<file path="config.mk">
export PLATFORM = sky130hd
export DESIGN_NAME = glob_wildcard_matcher_flat
export DESIGN_NICKNAME = d
export VERILOG_FILES = /design/src/sv/gwm_pkg.sv /design/src/sv/gwm_in_if.sv /design/src/sv/gwm_out_if.sv /design/src/sv/gwm_cfg.sv /design/src/sv/gwm_cell.sv /design/src/sv/glob_wildcard_matcher.sv /design/src/flat_wrapper.sv
export VERILOG_INCLUDE_DIRS = /design/src /design/src/sv
export SDC_FILE = /design/constraint.sdc
export NUM_CORES = 1
export LEC_CHECK = 0
export BUFFER_PORTS_ARGS = -buffer_cell sky130_fd_sc_hd__buf_2
export CAP_MARGIN = 10
export CELL_PAD_IN_SITES_DETAIL_PLACEMENT = 0
export CELL_PAD_IN_SITES_GLOBAL_PLACEMENT = 2
export CORE_UTILIZATION = 29
export CTS_BUF_LIST = sky130_fd_sc_hd__clkbuf_4
export DETAILED_ROUTE_END_ITERATION = 8
export PLACE_DENSITY = 0.68
export SYNTH_ARGS = -nofsm -noshare
export SYNTH_HDL_FRONTEND = slang
export SYNTH_SLANG_ARGS = --single-unit
</file>
<file path="constraint.sdc">
create_clock -name clk -period 6.46 [get_ports clk]
set_input_delay 1.292 -clock clk [delete_from_list [all_inputs] [get_ports clk]]
set_output_delay 1.292 -clock clk [all_outputs]
set_load 0.02 [all_outputs]
</file>
<file path="src/sv/assert_macros.svh">
// assertion macros shared by the matcher modules
// expects clk and rst_n in the scope of the module that uses them
`ifndef ASSERT_MACROS_SVH
`define ASSERT_MACROS_SVH

// condition holds at every clock edge out of reset
`define GWM_ASSERT_ALWAYS(name, expr, msg) \
  name: assert property (@(posedge clk) disable iff (!rst_n) (expr)) \
    else $error(msg);

// when pre holds, post holds at the next clock edge
`define GWM_ASSERT_NEXT(name, pre, post, msg) \
  name: assert property (@(posedge clk) disable iff (!rst_n) (pre) |=> (post)) \
    else $error(msg);

`endif

</file>
<file path="src/sv/gwm_pkg.sv">
// types, constants and helper functions of the glob wildcard matcher
// no dependencies
package gwm_pkg;

  localparam int CHAR_W     = 8;
  localparam int LEN_W      = 5;
  localparam int CHARS_W    = 64;
  localparam int CFG_IDX_W  = 2;
  localparam int CFG_DATA_W = 64;
  localparam int MAX_CHARS  = 16;

  localparam logic [CHAR_W-1:0] STAR_CHAR = 8'h2A;
  localparam logic [CHAR_W-1:0] ANY_CHAR  = 8'h3F;

  typedef enum logic [CFG_IDX_W-1:0] {
    CFG_PATTERN_LENGTH     = 2'd0,
    CFG_PATTERN_CHARS_LOW  = 2'd1,
    CFG_PATTERN_CHARS_HIGH = 2'd2
  } cfg_idx_t;

  // handed from one position cell to the next in the same cycle
  typedef struct packed {
    logic en;        // this position lies inside the pattern
    logic cur_star;  // star closure of the current set
    logic nxt_step;  // advance into the next position on this character
    logic ncl_star;  // star closure of the next set
  } link_t;

  // ascii upper case folded to lower case
  function automatic logic [CHAR_W-1:0] fold(input logic [CHAR_W-1:0] c);
    logic [CHAR_W-1:0] r;
    r = c;
    if (c inside {[8'h41:8'h5A]}) begin
      r = c + 8'h20;
    end
    return r;
  endfunction

endpackage

</file>
<file path="src/sv/gwm_in_if.sv">
// input channel of the matcher: one character or a terminator per item
// depends on gwm_pkg
interface gwm_in_if;
  logic                        valid;
  logic                        ready;
  logic [gwm_pkg::CHAR_W-1:0]  char_in;
  logic                        end_of_string;

  modport source (output valid, output char_in, output end_of_string, input ready);
  modport sink   (input valid, input char_in, input end_of_string, output ready);
endinterface

</file>
<file path="src/sv/gwm_out_if.sv">
// result channel of the matcher: one match flag per terminator
// no dependencies
interface gwm_out_if;
  logic valid;
  logic ready;
  logic matched;

  modport source (output valid, output matched, input ready);
  modport sink   (input valid, input matched, output ready);
endinterface

</file>
<file path="src/sv/gwm_cfg.sv">
// configuration registers and the derived per-position enables
// depends on gwm_pkg and assert_macros.svh
`include "assert_macros.svh"

module gwm_cfg #(
  parameter int PATTERN_MAX = 16
) (
  input  logic                               clk,
  input  logic                               rst_n,
  input  logic                               cfg_we,
  input  logic [gwm_pkg::CFG_IDX_W-1:0]      cfg_index,
  input  logic [gwm_pkg::CFG_DATA_W-1:0]     cfg_wdata,
  output logic [PATTERN_MAX-1:0]             pos_en,
  output logic [PATTERN_MAX-1:0][gwm_pkg::CHAR_W-1:0] pat_char
);

  logic [gwm_pkg::LEN_W-1:0]        len_r, len_nxt;
  logic [gwm_pkg::CHARS_W-1:0]      lo_r, lo_nxt;
  logic [gwm_pkg::CHARS_W-1:0]      hi_r, hi_nxt;
  logic [PATTERN_MAX-1:0]           en_r, en_nxt;
  logic [2*gwm_pkg::CHARS_W-1:0]    chars_nxt, chars_r;
  logic [PATTERN_MAX-1:0]           nz_nxt;

  always_comb begin
    len_nxt = len_r;
    lo_nxt  = lo_r;
    hi_nxt  = hi_r;
    if (cfg_we) begin
      case (cfg_index)
        gwm_pkg::CFG_PATTERN_LENGTH:     len_nxt = cfg_wdata[gwm_pkg::LEN_W-1:0];
        gwm_pkg::CFG_PATTERN_CHARS_LOW:  lo_nxt  = cfg_wdata;
        gwm_pkg::CFG_PATTERN_CHARS_HIGH: hi_nxt  = cfg_wdata;
        default: ;
      endcase
    end
  end

  assign chars_nxt = {hi_nxt, lo_nxt};
  assign chars_r   = {hi_r, lo_r};

  // a position is in use below the length and before the first zero byte
  for (genvar i = 0; i < PATTERN_MAX; i++) begin : g_pos
    assign nz_nxt[i]   = chars_nxt[gwm_pkg::CHAR_W*i +: gwm_pkg::CHAR_W] != '0;
    assign en_nxt[i]   = (len_nxt > gwm_pkg::LEN_W'(i)) && (&nz_nxt[i:0]);
    assign pat_char[i] = chars_r[gwm_pkg::CHAR_W*i +: gwm_pkg::CHAR_W];
  end

  always_ff @(posedge clk) begin
    if (!rst_n) begin
      len_r <= '0;
      lo_r  <= '0;
      hi_r  <= '0;
      en_r  <= '0;
    end else begin
      len_r <= len_nxt;
      lo_r  <= lo_nxt;
      hi_r  <= hi_nxt;
      en_r  <= en_nxt;
    end
  end

  assign pos_en = en_r;

  `GWM_ASSERT_ALWAYS(a_en_prefix, ((en_r + PATTERN_MAX'(1)) & en_r) == '0,
    "position enables are not a contiguous prefix")
  `GWM_ASSERT_NEXT(a_len_zero,
    cfg_we && (cfg_index == gwm_pkg::CFG_PATTERN_LENGTH)
      && (cfg_wdata[gwm_pkg::LEN_W-1:0] == '0),
    en_r == '0, "empty pattern left a position enabled")

endmodule

</file>
<file path="src/sv/gwm_cell.sv">
// one pattern position: holds its active bit and passes star closure
// and character steps to the next position; depends on gwm_pkg
`include "assert_macros.svh"

module gwm_cell #(
  parameter bit START_POS = 1'b0
) (
  input  logic                        clk,
  input  logic                        rst_n,
  input  logic                        advance,
  input  logic                        eos,
  input  logic [gwm_pkg::CHAR_W-1:0]  char_fold,
  input  logic [gwm_pkg::CHAR_W-1:0]  pat_char,
  input  logic                        pos_en,
  input  gwm_pkg::link_t              link_i,
  output gwm_pkg::link_t              link_o,
  output logic                        hit
);

  logic act_r, act_nxt;
  logic is_star, char_ok;
  logic cur, nxt, ncl;

  assign is_star = pat_char == gwm_pkg::STAR_CHAR;
  assign char_ok = (pat_char == gwm_pkg::ANY_CHAR) || (gwm_pkg::fold(pat_char) == char_fold);

  // stored bit only counts when the position before this one lies inside the pattern
  assign cur = (act_r & link_i.en) | link_i.cur_star;
  assign nxt = (cur & pos_en & is_star) | link_i.nxt_step;
  assign ncl = nxt | link_i.ncl_star;

  assign link_o.en       = pos_en;
  assign link_o.cur_star = cur & pos_en & is_star;
  assign link_o.nxt_step = cur & pos_en & !is_star & char_ok;
  assign link_o.ncl_star = ncl & pos_en & is_star;

  // current set reaches the end of the pattern here
  assign hit = cur & !pos_en;

  always_comb begin
    act_nxt = act_r;
    if (advance) begin
      act_nxt = eos ? START_POS : ncl;
    end
  end

  always_ff @(posedge clk) begin
    if (!rst_n) begin
      act_r <= START_POS;
    end else begin
      act_r <= act_nxt;
    end
  end

  `GWM_ASSERT_NEXT(a_restart, advance && eos, act_r == START_POS,
    "terminator did not restart the position")

endmodule

</file>
<file path="src/sv/glob_wildcard_matcher.sv">
// Glob matcher top level: takes one item per clock, a character or a terminator, and
// returns one match flag per terminator in the cycle after the terminator is taken. A flag
// waiting in the output register holds off the input until the result side takes it; with
// the result side ready, items follow with no gap. The state update of a character is a
// single pass along the row of position cells, one per pattern character plus the end
// position, where star closure ripples from cell to cell. A configuration write is applied
// to the item taken on the following clock.
// depends on gwm_pkg, gwm_in_if, gwm_out_if, gwm_cfg, gwm_cell, assert_macros.svh
`include "assert_macros.svh"

module glob_wildcard_matcher #(
  parameter int PATTERN_MAX = 16
) (
  input  logic                            clk,
  input  logic                            rst_n,
  gwm_in_if.sink                          in_ch,
  gwm_out_if.source                       out_ch,
  input  logic                            cfg_we,
  input  logic [gwm_pkg::CFG_IDX_W-1:0]   cfg_index,
  input  logic [gwm_pkg::CFG_DATA_W-1:0]  cfg_wdata
);

  logic [PATTERN_MAX-1:0]                       pos_en;
  logic [PATTERN_MAX-1:0][gwm_pkg::CHAR_W-1:0]  pat_char;
  gwm_pkg::link_t                               lnk [PATTERN_MAX+2];
  logic [PATTERN_MAX:0]                         hits;
  logic [gwm_pkg::CHAR_W-1:0]                   char_fold;
  logic                                         in_acc, matched;
  logic                                         out_valid_r, out_valid_nxt;
  logic                                         out_matched_r;

  gwm_cfg #(.PATTERN_MAX(PATTERN_MAX)) u_cfg (
    .clk       (clk),
    .rst_n     (rst_n),
    .cfg_we    (cfg_we),
    .cfg_index (cfg_index),
    .cfg_wdata (cfg_wdata),
    .pos_en    (pos_en),
    .pat_char  (pat_char)
  );

  assign in_ch.ready = !out_valid_r || out_ch.ready;
  assign in_acc      = in_ch.valid && in_ch.ready;
  assign char_fold   = gwm_pkg::fold(in_ch.char_in);

  // start position is always inside the pattern
  assign lnk[0] = '{en: 1'b1, cur_star: 1'b0, nxt_step: 1'b0, ncl_star: 1'b0};

  for (genvar k = 0; k <= PATTERN_MAX; k++) begin : g_cell
    logic                       en_k;
    logic [gwm_pkg::CHAR_W-1:0] pc_k;
    if (k < PATTERN_MAX) begin : g_pat
      assign en_k = pos_en[k];
      assign pc_k = pat_char[k];
    end else begin : g_end
      assign en_k = 1'b0;
      assign pc_k = '0;
    end
    gwm_cell #(.START_POS(k == 0)) u_cell (
      .clk       (clk),
      .rst_n     (rst_n),
      .advance   (in_acc),
      .eos       (in_ch.end_of_string),
      .char_fold (char_fold),
      .pat_char  (pc_k),
      .pos_en    (en_k),
      .link_i    (lnk[k]),
      .link_o    (lnk[k+1]),
      .hit       (hits[k])
    );
  end

  assign matched = |hits;

  always_comb begin
    out_valid_nxt = out_valid_r;
    if (in_acc && in_ch.end_of_string) begin
      out_valid_nxt = 1'b1;
    end else if (out_ch.ready) begin
      out_valid_nxt = 1'b0;
    end
  end

  always_ff @(posedge clk) begin
    if (!rst_n) begin
      out_valid_r <= 1'b0;
    end else begin
      out_valid_r <= out_valid_nxt;
    end
  end

  always_ff @(posedge clk) begin
    if (in_acc && in_ch.end_of_string) begin
      out_matched_r <= matched;
    end
  end

  assign out_ch.valid   = out_valid_r;
  assign out_ch.matched = out_matched_r;

  `GWM_ASSERT_NEXT(a_term_result, in_acc && in_ch.end_of_string,
    out_valid_r && (out_matched_r == $past(matched)),
    "terminator item did not produce its match flag")
  `GWM_ASSERT_NEXT(a_char_silent, in_acc && !in_ch.end_of_string && !out_valid_r,
    !out_valid_r, "character item produced a result")

endmodule

</file>
<file path="src/flat_wrapper.sv">
// flat-port wrapper written by rule: the top's interface ports become plain ports
module glob_wildcard_matcher_flat 
#(
  parameter int PATTERN_MAX = 16
)
  (clk, rst_n, cfg_we, cfg_index, cfg_wdata, in_ch_valid, in_ch_char_in, in_ch_end_of_string, in_ch_ready, out_ch_valid, out_ch_matched, out_ch_ready);
  gwm_in_if in_ch_i ();
  gwm_out_if out_ch_i ();
  input  logic clk;
  input  logic rst_n;
  input  logic cfg_we;
  input  logic [gwm_pkg::CFG_IDX_W-1:0] cfg_index;
  input  logic [gwm_pkg::CFG_DATA_W-1:0] cfg_wdata;
  input wire logic [$bits(in_ch_i.valid)-1:0] in_ch_valid;
  input wire logic [$bits(in_ch_i.char_in)-1:0] in_ch_char_in;
  input wire logic [$bits(in_ch_i.end_of_string)-1:0] in_ch_end_of_string;
  output wire logic [$bits(in_ch_i.ready)-1:0] in_ch_ready;
  output wire logic [$bits(out_ch_i.valid)-1:0] out_ch_valid;
  output wire logic [$bits(out_ch_i.matched)-1:0] out_ch_matched;
  input wire logic [$bits(out_ch_i.ready)-1:0] out_ch_ready;
  assign in_ch_i.valid = in_ch_valid;
  assign in_ch_i.char_in = in_ch_char_in;
  assign in_ch_i.end_of_string = in_ch_end_of_string;
  assign in_ch_ready = in_ch_i.ready;
  assign out_ch_valid = out_ch_i.valid;
  assign out_ch_matched = out_ch_i.matched;
  assign out_ch_i.ready = out_ch_ready;
  glob_wildcard_matcher #(.PATTERN_MAX(PATTERN_MAX)) u_core (.clk(clk), .rst_n(rst_n), .in_ch(in_ch_i), .out_ch(out_ch_i), .cfg_we(cfg_we), .cfg_index(cfg_index), .cfg_wdata(cfg_wdata));
endmodule
</file>
==> flow_summary.json, run 1 <==
{
  "estimated_wirelength_of_the_detail_placed_design_um": 33280,
  "routed_wire_length_per_instance_um": 21.25,
  "fin_crit_ns": 4.198,
  "hold-path-endpoint": "u_core.g_cell[9].u_cell.act_r",
  "asyncSetResetFlopFracSynth_pct": 0,
  "power_per_cell_area_nw_per_um2": 180.4,
  "cts-root-to-sink-buffers": 2,
  "drt_pass_1_iters": 5,
  "insertion_delay_ns": 0.67,
  "critPathLaunchType": "input pin",
  "synth_common_cells": "nand2_1 (313), dfxtp_1 (167), a21oi_1 (165)",
  "grt_setup_unrepaired": "no",
  "initial_antenna_violation_count": 1,
  "synthDominantAreaCellType": "dfxtp_1",
  "drtAntennaViolNets": 0,
  "timing.reg2reg.setup_slack_ns": 2.65,
  "floorplan.die_area_um2": 40170,
  "synth_area_leaders": "dfxtp_1 (29%), nand2_1 (10%), a21oi_1 (7.2%)",
  "die_span_x_um": 200.4,
  "remaining_drc_errors": 0,
  "grt.total_usage_pct": 22.21,
  "worst_hold_path.num_cells": 2,
  "period_share_pct": 64.98,
  "ys_types": 109,
  "synthesis.instances": 1516,
  "avgViaCountPerCell": 5.544,
  "first_global_vias": 10950,
  "yosysTopAreaCellShare_pct": 29.28,
  "drt-total-wl_um": 44360,
  "post_synthesis_net_count": 1613,
  "holdCritStartpoint": "u_core.g_cell[9].u_cell.act_r",
  "critPathKind": "input pin to flip-flop",
  "max_freq_ghz": 0.2382,
  "clk_transition_reported_paths_ns": 0.14,
  "hold_viol_final": 0,
  "port_buffers": 82,
  "syn_area_per_cell_um2": 7.532,
  "cts.repair.resized": 0,
  "cts_root_buf": "clkbuf_4",
  "timing_worst_slew_pin_value_ns": 1.018,
  "maximum_number_of_pins_on_one_net_before_global_route_repair": 84,
  "core.rowCount": 72,
  "clock_tree.htree_level_count": 4,
  "postCtsSetupBuffers": 0,
  "cts-buffers-inserted": 17,
  "outcome": "finished, final reports clean",
  "yosys_most_used_dff": "dfxtp_1",
  "skew_ns": 0.02956,
  "area_of_the_placeable_core_um2": 38740,
  "worst-endpoint-required_ns": 6.99,
  "tritoncts_num_sinks": 168,
  "globalRouteOverflowTotal": 0,
  "p_leak_uw": 0.004347,
  "ir_drop_worst_case_vdd_v": 0.0001981,
  "reg2reg_from": "u_core.u_cfg.lo_r[22]",
  "via_count": 11570,
  "synth-edff-count": 1,
  "finish.net_count": 1652,
  "flow.area_growth_from_synthesis_pct": 10.14,
  "fin_tns_setup_ns": 0,
  "worst_hold_path_type": "flip-flop to flip-flop",
  "initial_core_util_pct": 29.48,
  "cp-startpoint": "in_ch_char_in[5]",
  "io-pin-count": 83,
  "synth.ff_latch_count": 168,
  "number_of_max_slew_violations_in_the_final_report": 0,
  "worst-path-max-fanout": 15,
  "yosys.cell_count.top_type": "nand2_1",
  "cts_hold_repair.buffers": 0,
  "drtIter0Drc": 777,
  "crit-reg2reg-capture": "u_core.g_cell[16].u_cell.act_r",
  "global_route_wire_length_before_repair_um": 68190,
  "final_layout_size_suffix_gt1_share_pct": 12.24,
  "setup_viol_count_final": 0,
  "post_synth_instance_area_um2": 11420,
  "synth_sequential_area_ratio_pct": 29.54,
  "gp_congestion": 0.8797,
  "cts_tree": "yes",
  "timing.critical_path.to_type": "flip-flop",
  "timing.reg2reg.worst_path_depth": 11,
  "worstPathArrival_ns": 4.73,
  "worst_max_slew_margin_expressed_relative_to_the_limit_pct": 32.11,
  "cap_violations": 0,
  "die_h_um": 200.4,
  "holdWs_ns": 0.4725,
  "synthesis.yosys.warnings": 0
}
## cell usage in the layout, fill, tap and decap left out, types with 9 or more instances in the layout
master    instances
nor2_1           89
xor2_1           51
xnor2_1          66
mux2i_1          23
ha_1             17
nand2b_1         10
o21ai_0          23
clkbuf_4         20
o22ai_1          12
dfxtp_1         167
or4_1             9
buf_4            20
buf_2            82
a31oi_1          21
a21oi_1         165
o221ai_1         11
nor3_1           54
nand2_1         313
nand4b_1          9
o41ai_1           9
and2_1            9
nand4_1          31
nand3_1          48
and3_1           23
inv_1            29
nor4_1           40
or3_1            10
## metrics by stage
stage	cells	setup WS [ns]	util [%]	total power (uW)	instance area (um2)
floorplan	1516	2.633	-	1394	11420
global placement	2054	1.737	31.62	1553	12250
detailed placement	2054	1.593	31.62	1554	12250
CTS	2086	2.342	32.46	2300	12570
global route	2087	1.982	32.46	2380	12580
finish	2087	2.262	32.46	2269	12580
## power by group
part / internal (uW) / total (uW) / switching [uW]
sequential: 1070 / 1120 / 52.6
clock: 320 / 738 / 419
combinational: 145 / 410 / 266
total: 1530 / 2270 / 737
## flip-flops by register name, summed over array words and instances (netlist names)
register and count:
u_core.u_cfg.hi_r 64, u_core.u_cfg.lo_r 64, u_core.g_cell.u_cell.act_r 17, u_core.u_cfg.pos_en 16, u_core.u_cfg.len_r 5, u_core.out_ch.matched 1
u_core.out_ch.valid 1
## area by class of cell
| type | count | area, um2 |
|---|---|---|
| Antenna cell | 1 | 2.502 |
| Clock buffer | 20 | 150.1 |
| Clock inverter | 12 | 175.2 |
| Fill cell | 4304 | 26160 |
| Inverter | 30 | 115.1 |
| Multi-Input combinational cell | 1236 | 7551 |
| Sequential cell | 168 | 3373 |
| Tap cell | 518 | 648.1 |
| Timing Repair Buffer | 102 | 560.5 |
## metal layers
| layer | wire length [um] | GRT usage, % |
|---|---|---|
| met5 | 0 | 0 |
| met4 | 1210 | 7.634 |
| met3 | 1697 | 3.458 |
| met2 | 20300 | 35.62 |
| met1 | 21150 | 30.21 |
## logic make-up after synthesis
| kind of cell | share of synthesized area [%] |
|---|---|
| adders and majority gates | 1.863 |
| and+or+nand+nor | 31.33 |
| DFF | 29.54 |
| muxes | 2.213 |
| xor gates and xnor gates | 8.974 |
| AOI/OAI and AO/OA | 21.65 |
| buffers and inverters | 4.427 |
## critical path: stages
cell       delay, ns
buf_2           0.24
ha_1            0.28
nand3b_1        0.16
a22o_1          0.32
nor2_4          0.43
buf_4           0.29
nor2_1          0.07
o2111ai_1       0.38
o31a_1          0.21
nand3_1         0.18
a211oi_2        0.38
o221ai_1        0.25
nand4_1         0.16
o211ai_1        0.08
## how the worst max path moves through the flow
stage	end	slack [ns]	cells after the start
finish	u_core.g_cell[16].u_cell.act_r	2.26	14
global route	u_core.g_cell[16].u_cell.act_r	1.98	14
CTS	u_core.g_cell[16].u_cell.act_r	2.34	14
detailed placement	u_core.g_cell[14].u_cell.act_r	1.59	14
global placement	u_core.g_cell[14].u_cell.act_r	1.74	14
floorplan	u_core.g_cell[16].u_cell.act_r	2.63	13
No activity file was read; power rests on OpenSTA's default activity.
==> run 2, diff against run 1 <==
==> constraint.sdc (replaced) <==
create_clock -name clk -period 4.1 [get_ports clk]
set_input_delay 0.82 -clock clk [delete_from_list [all_inputs] [get_ports clk]]
set_output_delay 0.82 -clock clk [all_outputs]
set_load 0.02 [all_outputs]
==> flow_summary.json, run 2 (synthesized netlist as in run 1, its figures left out) <==
{
  "top_regs": "u_core.u_cfg.hi_r (64), u_core.u_cfg.lo_r (64), u_core.g_cell.u_cell.act_r (17)",
  "cts.repair.resized": 0,
  "path_buf_inv": 0,
  "finalNonFillerCells": 2117,
  "port_buffers": 82,
  "die_span_x_um": 200.4,
  "clock_tree.htree_level_count": 4,
  "power_frac_seq_pct": 50.6,
  "routed_wire_length_per_instance_um": 21.32,
  "first_global_vias": 10980,
  "worstPathArrival_ns": 4.24,
  "p_sw_uw": 1176,
  "insertion_delay_ns": 0.66,
  "estimated_wirelength_of_the_detail_placed_design_um": 33220,
  "flow.area_growth_from_synthesis_pct": 12.05,
  "critPathKind": "flip-flop to flip-flop",
  "drtIter0Drc": 831,
  "filler_cell_count": 4252,
  "timing_worst_slew_pin_value_ns": 0.8362,
  "skew_ns": 0.03447,
  "initial_core_util_pct": 29.48,
  "worst_max_slew_margin_expressed_relative_to_the_limit_pct": 44.25,
  "worst_hold_path_type": "input pin to flip-flop",
  "period_share_pct": 89.84,
  "number_of_max_slew_violations_in_the_final_report": 0,
  "cts-buffers-inserted": 17,
  "worst-endpoint-required_ns": 4.66,
  "global_route_wire_length_before_repair_um": 68740,
  "max_freq_ghz": 0.2715,
  "top_library_cells_by_usage_in_the_layout_fill_and_taps_aside": "nand2_1 (313), dfxtp_1 (167), a21oi_1 (165)",
  "die_h_um": 200.4,
  "postCtsSetupBuffers": 0,
  "finish.net_count": 1679,
  "hold_viol_final": 0,
  "power_per_cell_area_nw_per_um2": 271.8,
  "initial_antenna_violation_count": 2,
  "avgViaCountPerCell": 5.484,
  "register_area_um2": 3373,
  "cpMaxStageDelayCell": "o2111ai_2",
  "globalRouteOverflowTotal": 0,
  "outcome": "finished, final reports clean",
  "placed_cells_incl_taps": 2081,
  "cts_tree": "yes",
  "path_delay_family": "compound AO/OA/AOI/OAI gates",
  "layout.cells.most_common": "nand2_1",
  "clkPwrFrac_pct": 29.7,
  "setup_viol_count_final": 0,
  "share_comb_of_total_power_pct": 19.7,
  "fin_tns_setup_ns": 0,
  "maximum_number_of_pins_on_one_net_before_global_route_repair": 81,
  "clk_transition_reported_paths_ns": 0.16,
  "grt.total_usage_pct": 22.48,
  "final_layout_size_suffix_gt1_share_pct": 13.55,
  "remaining_drc_errors": 0,
  "highest_cell_delay_on_the_worst_timing_path_ns": 0.61,
  "cts_hold_repair.buffers": 0,
  "cellInternalPower_uw": 2302,
  "floorplan.die_area_um2": 40170,
  "swShare_pct": 33.81,
  "ir_drop_worst_case_vdd_v": 0.0001871,
  "cts_root_buf": "clkbuf_4",
  "core.rowCount": 72,
  "timing.critical_path.to_type": "flip-flop",
  "via_count": 11610,
  "worst-path-max-fanout": 10,
  "p_leak_uw": 0.004470,
  "critical_path.cell_chain": "nor3_2 > a32oi_2 > nor3_2 > o2111ai_2 > a21oi_1 > o221ai_1 > nor4_1 > nor4_1 > o221ai_1 > nand4_1 > o211ai_1",
  "io-pin-count": 83,
  "grt_setup_unrepaired": "no",
  "cap_violations": 0,
  "cts-root-to-sink-buffers": 2,
  "area_of_the_placeable_core_um2": 38740,
  "drtAntennaViolNets": 0,
  "drt_pass_1_iters": 6,
  "fin_crit_ns": 3.684,
  "drt-total-wl_um": 45140,
  "multi_input_comb_area_um2": 7551,
  "gp_congestion": 0.8735,
  "critPathLaunchType": "flip-flop",
  "tritoncts_num_sinks": 168
}
-- run 2: final cells by class --
cell class | count | share of cell area, %
flip-flops and latches | 168 | 26.36
diodes | 5 | 0.09779
clock buffers | 19 | 1.115
clock inverters | 12 | 0.9877
inverters | 30 | 0.8997
well taps | 518 | 5.066
repair buffers | 129 | 6.454
multi-input cells | 1236 | 59.02
-- run 2: worst paths after layout --
path / from / to / slack, ns / cells past startpoint
worst max-delay path: u_core.u_cfg.lo_r[4] / u_core.g_cell[16].u_cell.act_r / 0.42 / 11
worst max register to register: u_core.u_cfg.lo_r[4] / u_core.g_cell[16].u_cell.act_r / 0.42 / 11
worst min-delay path: cfg_wdata[19] / u_core.u_cfg.lo_r[19] / 0.42 / 3
worst min register to register: u_core.g_cell[9].u_cell.act_r / u_core.g_cell[9].u_cell.act_r / 0.46 / 2
-- run 2: tightest hold or removal path, cell delays in order --
cell and delay (ns):
buf_2 0.13, nand2_1 0.06, a21oi_1 0.05
-- run 2: metrics by stage --
step                      utilization (%)  setup slack (ns)  total power [uW]  hold WS (ns)  cell area, um2
after floorplan                         -            0.7446              2196        0.4317           11420
after global placement              32.30           0.08535              2477        0.4540           12510
after detailed placement            32.30            0.1483              2479        0.4441           12510
after CTS                           33.00            0.4234              3528        0.3526           12780
after global routing                33.03            0.1817              3658        0.3388           12790
final                               33.03            0.4165              3477        0.4182           12790
-- run 2: power by group through the flow --
stage | sequential [uW] | clock (uW) | combinational [uW]
2_1_floorplan | 1770 | 0 | 430
6_report | 1760 | 1030 | 686
3_5_place_dp | 1790 | 0 | 686
3_3_place_gp | 1790 | 0 | 684
4_1_cts | 1760 | 1080 | 688
5_1_grt | 1770 | 1140 | 747
-- run 2: layer usage --
metal  track usage, %  wire length, um  up-vias
met2            35.65            20620      284
met1            31.27            21730     5625
li1                 -                -     5655
met4            5.916              752        0
met3            3.945             2048       45
met5                0                0        -
==> run 3, diff against run 2 <==
--- a/config.mk
+++ b/config.mk
@@ -10,6 +10,7 @@
 export CAP_MARGIN = 10
 export CELL_PAD_IN_SITES_DETAIL_PLACEMENT = 0
 export CELL_PAD_IN_SITES_GLOBAL_PLACEMENT = 2
+export CORE_ASPECT_RATIO = 1.4
 export CORE_UTILIZATION = 29
 export CTS_BUF_LIST = sky130_fd_sc_hd__clkbuf_4
 export DETAILED_ROUTE_END_ITERATION = 8
==> flow_summary.json, run 3 (synthesized netlist as in run 1, its figures left out) <==
{
  "holdWs_ns": 0.4228,
  "cap_violations": 0,
  "p_sw_uw": 1191,
  "cellInternalPower_uw": 2254,
  "critical_path.cell_chain": "and4bb_1 > nand4_1 > o21ai_1 > nor2_1 > o21a_1 > or4_1 > o221ai_1 > a211oi_2 > buf_4 > buf_4 > o311a_1 > o31ai_2",
  "cts-root-to-sink-buffers": 2,
  "layout.cells.most_common": "nand2_1",
  "power_per_cell_area_nw_per_um2": 266.7,
  "worst-endpoint-required_ns": 4.66,
  "critPathLaunchType": "flip-flop",
  "timing.reg2reg.worst_path_depth": 12,
  "finish.net_count": 1699,
  "number_of_max_slew_violations_in_the_final_report": 0,
  "io-pin-count": 83,
  "remaining_drc_errors": 0,
  "initial_core_util_pct": 29.58,
  "drt_pass_1_iters": 5,
  "placed_cells_incl_taps": 2105,
  "cts.repair.resized": 0,
  "worst-path-max-fanout": 9,
  "routed_wire_length_per_instance_um": 21.08,
  "insertion_delay_ns": 0.64,
  "p_leak_uw": 0.004566,
  "port_buffers": 82,
  "top_regs": "u_core.u_cfg.hi_r (64), u_core.u_cfg.lo_r (64), u_core.g_cell.u_cell.act_r (17)",
  "drt-total-wl_um": 45060,
  "clock_tree.htree_level_count": 4,
  "fin_util_pct": 33.47,
  "first_global_vias": 11200,
  "critPathKind": "flip-flop to flip-flop",
  "top_library_cells_by_usage_in_the_layout_fill_and_taps_aside": "nand2_1 (313), dfxtp_1 (167), a21oi_1 (165)",
  "fin_crit_ns": 3.600,
  "worst_hold_path_type": "input pin to flip-flop",
  "cts_root_buf": "clkbuf_4",
  "avgViaCountPerCell": 5.425,
  "maximum_number_of_pins_on_one_net_before_global_route_repair": 76,
  "ir_drop_worst_case_vdd_v": 0.0001576,
  "cts-buffers-inserted": 17,
  "flow.area_growth_from_synthesis_pct": 13.16,
  "setup_viol_count_final": 0,
  "worst_hold_path.num_cells": 3,
  "grt_setup_unrepaired": "no",
  "postCtsSetupBuffers": 0,
  "cpMaxStageDelayCell": "or4_1",
  "die_h_um": 236.8,
  "swShare_pct": 34.57,
  "critical_path.most_common_cell": "buf_4",
  "finalNonFillerCells": 2138,
  "grt.total_usage_pct": 22.92,
  "estimated_wirelength_of_the_detail_placed_design_um": 34540,
  "floorplan.die_area_um2": 40180,
  "area_of_the_placeable_core_um2": 38610,
  "globalRouteOverflowTotal": 0,
  "path_delay_family": "compound AO/OA/AOI/OAI gates",
  "hold_viol_final": 0,
  "clkPwrFrac_pct": 29.1,
  "worst_max_slew_margin_expressed_relative_to_the_limit_pct": 40.61,
  "worstPathArrival_ns": 4.16,
  "period_share_pct": 87.80,
  "cts_hold_repair.buffers": 0,
  "final_layout_size_suffix_gt1_share_pct": 14.86,
  "cts_tree": "yes",
  "fin_tns_setup_ns": 0,
  "share_comb_of_total_power_pct": 19.9,
  "global_route_wire_length_before_repair_um": 69210,
  "timing.critical_path.to_type": "flip-flop",
  "clk_transition_reported_paths_ns": 0.16,
  "skew_ns": 0.02375,
  "gp_congestion": 0.8829,
  "timing_worst_slew_pin_value_ns": 0.8909,
  "core.rowCount": 85,
  "tritoncts_num_sinks": 168,
  "die_span_x_um": 169.7,
  "power_frac_seq_pct": 51.0,
  "path_buf_inv": 2,
  "max_freq_ghz": 0.2778,
  "drtAntennaViolNets": 0,
  "outcome": "finished, final reports clean",
  "worstSetupPathDepth": 12,
  "drtIter0Drc": 744,
  "highest_cell_delay_on_the_worst_timing_path_ns": 0.57,
  "initial_antenna_violation_count": 1,
  "via_count": 11600
}
==> run 3: cell count changes in the layout (fill, tap and decap cells not counted), sizes merged <==
cell | previous run | this run
buf | 129 | 149
bufinv | 2 | 1
clkinv | 4 | 5
diode | 5 | 1
inv | 33 | 34
==> run 3: cell type report <==
type                            instances  area (um2)
Fill cell                            4209       25680
Timing Repair Buffer                  149       963.4
Multi-Input combinational cell       1236        7551
Antenna cell                            1       2.502
Tap cell                              522       653.1
Clock inverter                         13       120.1
Inverter                               30       115.1
Clock buffer                           19       142.6
Sequential cell                       168        3373
==> run 3: per-layer routing <==
metal / vias to the layer above / global-route usage [%] / wire (um)
met3: 66 / 2.624 / 1398
met4: 0 / 9.473 / 1537
met1: 5579 / 27.27 / 19000
met2: 262 / 41.17 / 23130
li1: 5691 / - / -
met5: - / 0 / 0
==> run 3: worst min-delay path: stages <==
cell and delay (ns):
buf_2 0.11, nand2_1 0.05, a21oi_1 0.05
==> run 3: power by group through the flow <==
stage / Combinational, uW / Clock, uW / Sequential [uW]
2_1_floorplan: 430 / 0 / 1770
3_3_place_gp: 689 / 0 / 1790
3_5_place_dp: 693 / 0 / 1790
4_1_cts: 696 / 1040 / 1760
5_1_grt: 749 / 1110 / 1770
6_report: 687 / 1000 / 1760
==> run 3: final timing paths <==
kind	startpoint	end	slack (ns)
setup / recovery	u_core.u_cfg.lo_r[17]	u_core.g_cell[13].u_cell.act_r	0.50
setup reg to reg	u_core.u_cfg.lo_r[17]	u_core.g_cell[13].u_cell.act_r	0.50
hold reg to reg	u_core.g_cell[9].u_cell.act_r	u_core.g_cell[9].u_cell.act_r	0.47
hold / removal	cfg_wdata[39]	u_core.u_cfg.hi_r[39]	0.42
==> run 3: stage by stage <==
step	cell area, um2	power [uW]	setup WS, ns
final	12920	3446	0.5003
after global routing	12920	3631	0.2476
after CTS	12920	3494	0.4791
after detailed placement	12660	2484	0.1371
after global placement	12660	2479	0.1125
after floorplan	11420	2196	0.7446
